--- src/rtl/tcfe_pkg.sv ---
`default_nettype none
// ----------------------------------------------------------------------------
// tcfe_pkg
// Shared types and codes of the map-tile cache with farthest-slot eviction.
// ----------------------------------------------------------------------------
package tcfe_pkg;

	localparam logic [1:0] STATUS_REJECT = 2'd0;
	localparam logic [1:0] STATUS_HIT    = 2'd1;
	localparam logic [1:0] STATUS_FILL   = 2'd2;
	localparam logic [1:0] STATUS_EVICT  = 2'd3;

	typedef struct packed {
		logic match;
		logic farther;
	} tcfe_cmp_t;

endpackage
`default_nettype wire

--- src/rtl/tcfe_ram.sv ---
`default_nettype none
// ----------------------------------------------------------------------------
// tcfe_ram
// Generic single-port-write, single-port-read RAM with a registered read.
// ----------------------------------------------------------------------------
module tcfe_ram #(
	parameter int WIDTH = 8,
	parameter int DEPTH = 16
) (
	input  wire logic                     clk,
	input  wire logic                     wr_en,
	input  wire logic [$clog2(DEPTH)-1:0] wr_addr,
	input  wire logic [WIDTH-1:0]         wr_data,
	input  wire logic [$clog2(DEPTH)-1:0] rd_addr,
	output logic      [WIDTH-1:0]         rd_data
);

	logic [WIDTH-1:0] mem_q [DEPTH];

	always_ff @(posedge clk) begin
		if (wr_en) begin
			mem_q[wr_addr] <= wr_data;
		end
		rd_data <= mem_q[rd_addr];
	end

endmodule
`default_nettype wire

--- src/rtl/tcfe_dist_unit.sv ---
`default_nettype none
// ----------------------------------------------------------------------------
// tcfe_dist_unit
// Shared compare unit: tests one slot for a tag match and works out its
// Manhattan distance from the centre tile against the best so far.
// ----------------------------------------------------------------------------
module tcfe_dist_unit
	import tcfe_pkg::*;
#(
	parameter int COORD_W = 6,
	parameter int DIST_W  = 8
) (
	input  wire logic               entry_valid,
	input  wire logic [COORD_W-1:0] entry_col,
	input  wire logic [COORD_W-1:0] entry_row,
	input  wire logic [COORD_W-1:0] req_col,
	input  wire logic [COORD_W-1:0] req_row,
	input  wire logic [5:0]         center_col,
	input  wire logic [5:0]         center_row,
	input  wire logic [DIST_W-1:0]  best,
	output logic      [DIST_W-1:0]  distance,
	output tcfe_cmp_t               cmp
);

	localparam int EW = DIST_W - 1;

	logic [EW-1:0] col_e;
	logic [EW-1:0] row_e;
	logic [EW-1:0] ccol_e;
	logic [EW-1:0] crow_e;
	logic [EW-1:0] dcol;
	logic [EW-1:0] drow;

	always_comb begin
		col_e  = EW'(entry_col);
		row_e  = EW'(entry_row);
		ccol_e = EW'(center_col);
		crow_e = EW'(center_row);
		dcol   = (col_e >= ccol_e) ? (col_e - ccol_e) : (ccol_e - col_e);
		drow   = (row_e >= crow_e) ? (row_e - crow_e) : (crow_e - row_e);
		distance    = DIST_W'(dcol) + DIST_W'(drow);
		cmp.match   = entry_valid && (entry_col == req_col) && (entry_row == req_row);
		cmp.farther = distance > best;
	end

endmodule
`default_nettype wire

--- src/rtl/tile_cache_farthest_eviction.sv ---
`default_nettype none
// ----------------------------------------------------------------------------
// tile_cache_farthest_eviction
// Fully associative cache of map-tile slots. A miss fills the lowest free
// slot or, when all are full, evicts the slot farthest from the centre tile.
// ----------------------------------------------------------------------------
//  Channel   Handshake         Payload
//  request   start / busy      tile_x, tile_z, center_x, center_z, has_terrain
//  result    done (strobe)     status, slot, evicted_x, evicted_z
//
//  A rejected request gives its result in the cycle after the transaction.
//  Any other request scans every slot through the shared compare unit, one
//  slot a cycle from the tag RAM; the result shows in the same cycle that
//  busy falls.
//  After reset every slot is free. The receiver cannot stall the block.
// ----------------------------------------------------------------------------
module tile_cache_farthest_eviction
	import tcfe_pkg::*;
#(
	parameter int CACHE_SLOTS = 16,
	parameter int MAP_SIDE    = 64
) (
	input  wire logic             clk,
	input  wire logic             arst_n,
	input  wire logic             start,
	output logic                  busy,
	input  wire logic signed [7:0] tile_x,
	input  wire logic signed [7:0] tile_z,
	input  wire logic [5:0]       center_x,
	input  wire logic [5:0]       center_z,
	input  wire logic             has_terrain,
	output logic                  done,
	output logic      [1:0]       status,
	output logic      [3:0]       slot,
	output logic      [5:0]       evicted_x,
	output logic      [5:0]       evicted_z
);

	localparam int SLOT_W  = $clog2(CACHE_SLOTS);
	localparam int COORD_W = (MAP_SIDE > 2) ? $clog2(MAP_SIDE) : 1;
	localparam int EW      = ((COORD_W > 6) ? COORD_W : 6) + 1;
	localparam int DIST_W  = EW + 1;

	localparam logic [1:0] S_IDLE = 2'd0;
	localparam logic [1:0] S_SCAN = 2'd1;
	localparam logic [1:0] S_FIN  = 2'd2;

	logic [1:0]             state_q;
	logic                   issue_q;
	logic [SLOT_W-1:0]      cnt_q;
	logic                   rd_vld_s1;
	logic [SLOT_W-1:0]      rd_idx_s1;
	logic [CACHE_SLOTS-1:0] valid_q;
	logic                   hit_q;
	logic [SLOT_W-1:0]      hit_slot_q;
	logic                   free_found_q;
	logic [SLOT_W-1:0]      free_slot_q;
	logic [DIST_W-1:0]      best_q;
	logic [SLOT_W-1:0]      victim_q;
	logic [COORD_W-1:0]     vic_col_q;
	logic [COORD_W-1:0]     vic_row_q;
	logic [COORD_W-1:0]     tx_q;
	logic [COORD_W-1:0]     tz_q;
	logic [5:0]             cx_q;
	logic [5:0]             cz_q;

	logic                   accept;
	logic                   in_map;
	logic                   last_s1;
	logic                   wr_en;
	logic [SLOT_W-1:0]      fill_slot;
	logic [2*COORD_W-1:0]   rd_data;
	logic [COORD_W-1:0]     rd_col;
	logic [COORD_W-1:0]     rd_row;
	logic [DIST_W-1:0]      distance;
	tcfe_cmp_t              cmp;

	assign busy      = (state_q != S_IDLE);
	assign accept    = start && !busy;
	assign in_map    = !tile_x[7] && !tile_z[7] && has_terrain
	                   && ({1'b0, tile_x} < 9'(MAP_SIDE))
	                   && ({1'b0, tile_z} < 9'(MAP_SIDE));
	assign last_s1   = rd_vld_s1 && (rd_idx_s1 == SLOT_W'(CACHE_SLOTS - 1));
	assign fill_slot = free_found_q ? free_slot_q : victim_q;
	assign wr_en     = (state_q == S_FIN) && !hit_q;
	assign rd_col    = rd_data[2*COORD_W-1:COORD_W];
	assign rd_row    = rd_data[COORD_W-1:0];

	tcfe_ram #(
		.WIDTH (2 * COORD_W),
		.DEPTH (CACHE_SLOTS)
	) u_tag_ram (
		.clk     (clk),
		.wr_en   (wr_en),
		.wr_addr (fill_slot),
		.wr_data ({tx_q, tz_q}),
		.rd_addr (cnt_q),
		.rd_data (rd_data)
	);

	tcfe_dist_unit #(
		.COORD_W (COORD_W),
		.DIST_W  (DIST_W)
	) u_dist (
		.entry_valid (valid_q[rd_idx_s1]),
		.entry_col   (rd_col),
		.entry_row   (rd_row),
		.req_col     (tx_q),
		.req_row     (tz_q),
		.center_col  (cx_q),
		.center_row  (cz_q),
		.best        (best_q),
		.distance    (distance),
		.cmp         (cmp)
	);

	always_ff @(posedge clk or negedge arst_n) begin
		if (!arst_n) begin
			state_q      <= S_IDLE;
			issue_q      <= 1'b0;
			cnt_q        <= '0;
			rd_vld_s1    <= 1'b0;
			rd_idx_s1    <= '0;
			valid_q      <= '0;
			hit_q        <= 1'b0;
			free_found_q <= 1'b0;
			done         <= 1'b0;
		end else begin
			done      <= 1'b0;
			rd_vld_s1 <= issue_q;
			rd_idx_s1 <= cnt_q;
			case (state_q)
				S_IDLE: begin
					if (accept) begin
						hit_q        <= 1'b0;
						free_found_q <= 1'b0;
						cnt_q        <= '0;
						if (in_map) begin
							issue_q <= 1'b1;
							state_q <= S_SCAN;
						end else begin
							done <= 1'b1;
						end
					end
				end
				S_SCAN: begin
					if (issue_q) begin
						if (cnt_q == SLOT_W'(CACHE_SLOTS - 1)) begin
							issue_q <= 1'b0;
						end else begin
							cnt_q <= cnt_q + 1'b1;
						end
					end
					if (rd_vld_s1) begin
						if (cmp.match) begin
							hit_q <= 1'b1;
						end
						if (!valid_q[rd_idx_s1]) begin
							free_found_q <= 1'b1;
						end
					end
					if (last_s1) begin
						state_q <= S_FIN;
					end
				end
				S_FIN: begin
					if (!hit_q) begin
						valid_q[fill_slot] <= 1'b1;
					end
					done    <= 1'b1;
					state_q <= S_IDLE;
				end
				default: begin
					state_q <= S_IDLE;
				end
			endcase
		end
	end

	always_ff @(posedge clk) begin
		if (accept) begin
			tx_q     <= tile_x[COORD_W-1:0];
			tz_q     <= tile_z[COORD_W-1:0];
			cx_q     <= center_x;
			cz_q     <= center_z;
			best_q   <= '0;
			victim_q <= '0;
			if (!in_map) begin
				status    <= STATUS_REJECT;
				slot      <= '0;
				evicted_x <= '0;
				evicted_z <= '0;
			end
		end
		if (state_q == S_SCAN && rd_vld_s1) begin
			if (cmp.match && !hit_q) begin
				hit_slot_q <= rd_idx_s1;
			end
			if (!valid_q[rd_idx_s1] && !free_found_q) begin
				free_slot_q <= rd_idx_s1;
			end
			if (rd_idx_s1 == '0 || cmp.farther) begin
				best_q    <= distance;
				victim_q  <= rd_idx_s1;
				vic_col_q <= rd_col;
				vic_row_q <= rd_row;
			end
		end
		if (state_q == S_FIN) begin
			if (hit_q) begin
				status    <= STATUS_HIT;
				slot      <= 4'(hit_slot_q);
				evicted_x <= '0;
				evicted_z <= '0;
			end else if (free_found_q) begin
				status    <= STATUS_FILL;
				slot      <= 4'(free_slot_q);
				evicted_x <= '0;
				evicted_z <= '0;
			end else begin
				status    <= STATUS_EVICT;
				slot      <= 4'(victim_q);
				evicted_x <= 6'(vic_col_q);
				evicted_z <= 6'(vic_row_q);
			end
		end
	end

endmodule
`default_nettype wire
--- config.mk ---
export PLATFORM = sky130hd
export DESIGN_NAME = tile_cache_farthest_eviction
export DESIGN_NICKNAME = d
export VERILOG_FILES = /design/src/rtl/tcfe_pkg.sv /design/src/rtl/tcfe_ram.sv /design/src/rtl/tcfe_dist_unit.sv /design/src/rtl/tile_cache_farthest_eviction.sv
export SDC_FILE = /design/constraint.sdc
export NUM_CORES = 1
export LEC_CHECK = 0
export ABC_AREA = 1
export BUFFER_PORTS_ARGS = -buffer_cell sky130_fd_sc_hd__buf_4
export CELL_PAD_IN_SITES_DETAIL_PLACEMENT = 2
export CELL_PAD_IN_SITES_GLOBAL_PLACEMENT = 2
export CORE_ASPECT_RATIO = 0.9
export CORE_MARGIN = 8
export CORE_UTILIZATION = 30
export CTS_CLUSTER_SIZE = 25
export DETAILED_ROUTE_END_ITERATION = 6
export PLACE_DENSITY_LB_ADDON = 0.2
export SLEW_MARGIN = 20
export SYNTH_ARGS = -nofsm -noshare
export SYNTH_HDL_FRONTEND = slang
export SYNTH_SLANG_ARGS = --single-unit
--- constraint.sdc ---
create_clock -name clk -period 6.4 [get_ports clk]
set_input_delay 1.28 -clock clk [delete_from_list [all_inputs] [get_ports clk]]
set_output_delay 1.28 -clock clk [all_outputs]
set_load 0.01 [all_outputs]
==> summary.txt <==
Status
  – Outcome: completed

Routing
  – 1st-iter DRT viols: 455
  – Vias/cell: 4.80
  – DR vias: 9473
  – 1st-pass router iterations: 4
  – # DRC: 0
  – Post-Route WL: 41.2 mm
  – Post-DRT Antenna Nets: 0
  – Wire length per cell: 20.9 µm

Min path
  – Hold Path Origin: issue_q$_DFFE_PN0P_
  – HP Class: register to register
  – WHS Path Cells: 0
  – Hold EP: rd_vld_s1$_DFF_PN0_

Cells and area
  – Antenna diodes: 0
  – Commonest non-fill, non-tap cell in the layout: edfxtp_1
  – Share of layout cells above drive strength 1: 11.4%
  – Final net count: 1411
  – Area growth syn-to-layout: 16.9%
  – Commonest cells after routing, fill and taps aside: 254 x edfxtp_1, 222 x nor2_1, 164 x nand2_1, 136 x o21ai_0, 133 x inv_1

Critical path
  – Most frequent CP cell: nand2_1
  – Critical Path End Type: register
  – Startpoint Class: register
  – Largest stage delay on the critical path: 0.55 ns
  – Worst Path Required: 6.57 ns
  – Worst path slowest cell: inv_1
  – CP cell instances: inv_1 > ha_1 > nand2_1 > nor2_1 > o21ai_0 > nand2_1 > o21ai_0 > inv_1 > ha_1 > nand3_1 > nand3_1 > nand4_1 > nand3_1 > ha_1 > nand2_1 > nor2_1 > nand2_1 > nand2_1 > nand2_1 > nand2_1 > nand2_1 > inv_1
  – Register-to-Register Path Depth: 22
  – Critical path data arrival time: 5.41 ns
  – Worst r2r src: cz_q[1]$_DFFE_PP_
  – Crit Path Category: register to register
  – Reg2reg end: vic_row_q[4]$_DFFE_PP_
  – CP Max Fanout: 13
  – R2r setup slk: 1.16 ns

Logic synthesis
  – Post-synth EDFFs: 254
  – Register area share after synthesis: 64.6%
  – Post-Synthesis Cell Area: 13800 µm²
  – Synth unique cells: 37
  – Yosys warns: 0
  – Syn nets: 1349
  – Share of synthesized flip-flops with an asynchronous set or reset: 10.0%
  – Synth Instances: 1272
  – Syn Area/Cell: 10.8 µm²
  – Ys flop type: edfxtp_1
  – Synthesized flop and latch total: 309

Clock network
  – Clk root buf: clkbuf_16
  – H-tree Lvls: 2
  – Post-CTS sizing: 0
  – Num CTS Buffers: 38
  – Clock latency on the worst-skew pair: 0.55 ns
  – CTS Buffer Depth: 3
  – Clock transition at path regs: 0.06 ns
  – CTS tree: built
  – Post-CTS Hold Fix Bufs: 0
  – Setup Fix Bufs, Post-CTS: 0
  – Clk sinks: 309

Placement
  – PortBufs: 51
  – Hpwl dp: 26.1 mm
  – Gpl congestion: 0.783

Floorplanning
  – # rows: 74
  – Core area: 45400 µm²
  – Die Y: 219 µm
  – Die Area: 53000 µm²
  – Num ports: 52
  – Die X: 242 µm
  – Initial Util: 30.3%

GRT
  – Vias in the first global route: 10.5k
  – Gr usage total: 15.6%
  – Gr ovfl total: 0
  – First-pass GRT wire length: 63.4 mm
  – Initial antenna violation count: 1
  – Largest net degree at the start of global routing: 61

STA
  – Max Transition Viols Final: 0
  – Fmax: 191 MHz
  – Final Hold Viols: 0
  – Crit share post-route: 81.9%
  – RSZ-0062 raised after global routing: no
  – Shortest period the worst path allows: 5.24 ns
  – Relative slew margins: 27.7%
  – Max Clock Skew: 0.0185 ns
  – Final setup fails: 0
  – Hold WS: 0.444 ns
  – Slew @ Worst Pin: 1.08 ns
  – Setup total negative slack: 0 ns

Power and ir drop
  – Flop pwr share: 31.9%
  – Switching part of the total power: 40.3%
  – Combinational share of power: 41.4%
  – Pleak: 6.23 nW
  – Pint: 4.67 mW
  – Switching power: 3.15 mW
  – Power per cell area: 487 nW/µm²
  – VDD IR max: 0.216 mV
  – Clock Power Share: 26.7%

Job
  – Max cap viols: 0
==> synth_stat cells, types with 17 or more instances <==
master / instances / area share [%]
ha_1: 40 / 3.6
nand3_1: 52 / 1.9
a21oi_1: 26 / 0.95
dfrtp_1: 31 / 5.6
nand2_1: 164 / 4.5
nor2_1: 222 / 6.1
o211ai_1: 50 / 2.7
clkbuf_1: 28 / 0.76
dfxtp_1: 24 / 3.5
inv_1: 133 / 3.6
o21ai_0: 137 / 5.0
edfxtp_1: 254 / 55
xor2_1: 17 / 1.1
==> registers in the layout (all words and copies together), names as in the netlist, 8 cells and up <==
signal and count:
best_q 8, u_tag_ram.rd_data 12, u_tag_ram.mem_q 192, valid_q 16
==> routing by layer <==
metal / track usage, % / vias to the layer above / part of all wire, %
met1: 19.8 / 4802 / 45
met2: 26.9 / 154 / 48
li1: - / 4449 / -
met4: 5.52 / 0 / 2.8
met3: 2.39 / 68 / 3.9
met5: 0 / - / 0
==> cell families (layout without fill, tap and decap cells) <==
logic type	count (synthesis)	count (layout)	synth area share [%]
DFF	309	309	64.6
buffers and inverters	192	284	5.53
adders and majority gates	45	45	4.37
AOI/OAI and AO/OA	226	226	9.40
and+or+nand+nor	479	479	14.8
xor gates and xnor gates	21	21	1.34
==> worst max-delay path, delay by kind of cell, from the launching register on <==
kind / cells / cell delay [ns]
AO/OA/AOI/OAI: 2 / 0.64
adder cells (fa/ha/maj): 3 / 0.99
AND/OR/NAND/NOR: 14 / 2.03
flip-flops: 1 / 0.49
buffers and inverters: 3 / 0.72
==> cell type report <==
class	count	area, µm²
clock inverters	19	171
fillers	4850	29300
repair buffers	71	533
clock buffers	51	1040
multi-input cells	771	4130
inverters	143	549
well taps	608	761
flip-flops and latches	309	8890
==> worst max-delay path by stage <==
| stage | startpoint | endpoint | slack (ns) | depth (start not counted) |
|---|---|---|---|---|
| 4_1_cts | cz_q[1]$_DFFE_PP_ | vic_row_q[4]$_DFFE_PP_ | 0.93 | 24 |
| 3_3_place_gp | cz_q[1]$_DFFE_PP_ | vic_row_q[5]$_DFFE_PP_ | 1.02 | 24 |
| 3_5_place_dp | cz_q[1]$_DFFE_PP_ | vic_row_q[5]$_DFFE_PP_ | 0.98 | 24 |
| 6_report | cz_q[1]$_DFFE_PP_ | vic_row_q[4]$_DFFE_PP_ | 1.16 | 22 |
| 2_1_floorplan | cz_q[2]$_DFFE_PP_ | vic_col_q[0]$_DFFE_PP_ | 2.41 | 25 |
| 5_1_grt | cz_q[1]$_DFFE_PP_ | vic_row_q[1]$_DFFE_PP_ | 0.48 | 22 |
==> power groups by stage <==
| stage | sequential (mW) | combinational, mW | clock (mW) |
|---|---|---|---|
| 2_1_floorplan | 2.43 | 2.44 | 0 |
| 3_3_place_gp | 2.53 | 3.26 | 0 |
| 3_5_place_dp | 2.54 | 3.32 | 0 |
| 4_1_cts | 2.50 | 3.35 | 2.16 |
| 5_1_grt | 2.52 | 3.83 | 2.23 |
| 6_report | 2.49 | 3.24 | 2.09 |
==> through the flow <==
stage	cells	utilization (%)	instance area [µm²]	power [mW]	setup WS, ns
2_1_floorplan	1272	-	13800	4.86	2.41
3_3_place_gp	1902	32.7	14800	5.80	1.02
3_5_place_dp	1902	32.7	14900	5.86	0.975
4_1_cts	1972	35.4	16100	8.01	0.930
5_1_grt	1972	35.4	16100	8.58	0.482
6_report	1972	35.4	16100	7.83	1.16
Power figures use the tool's default switching activity.
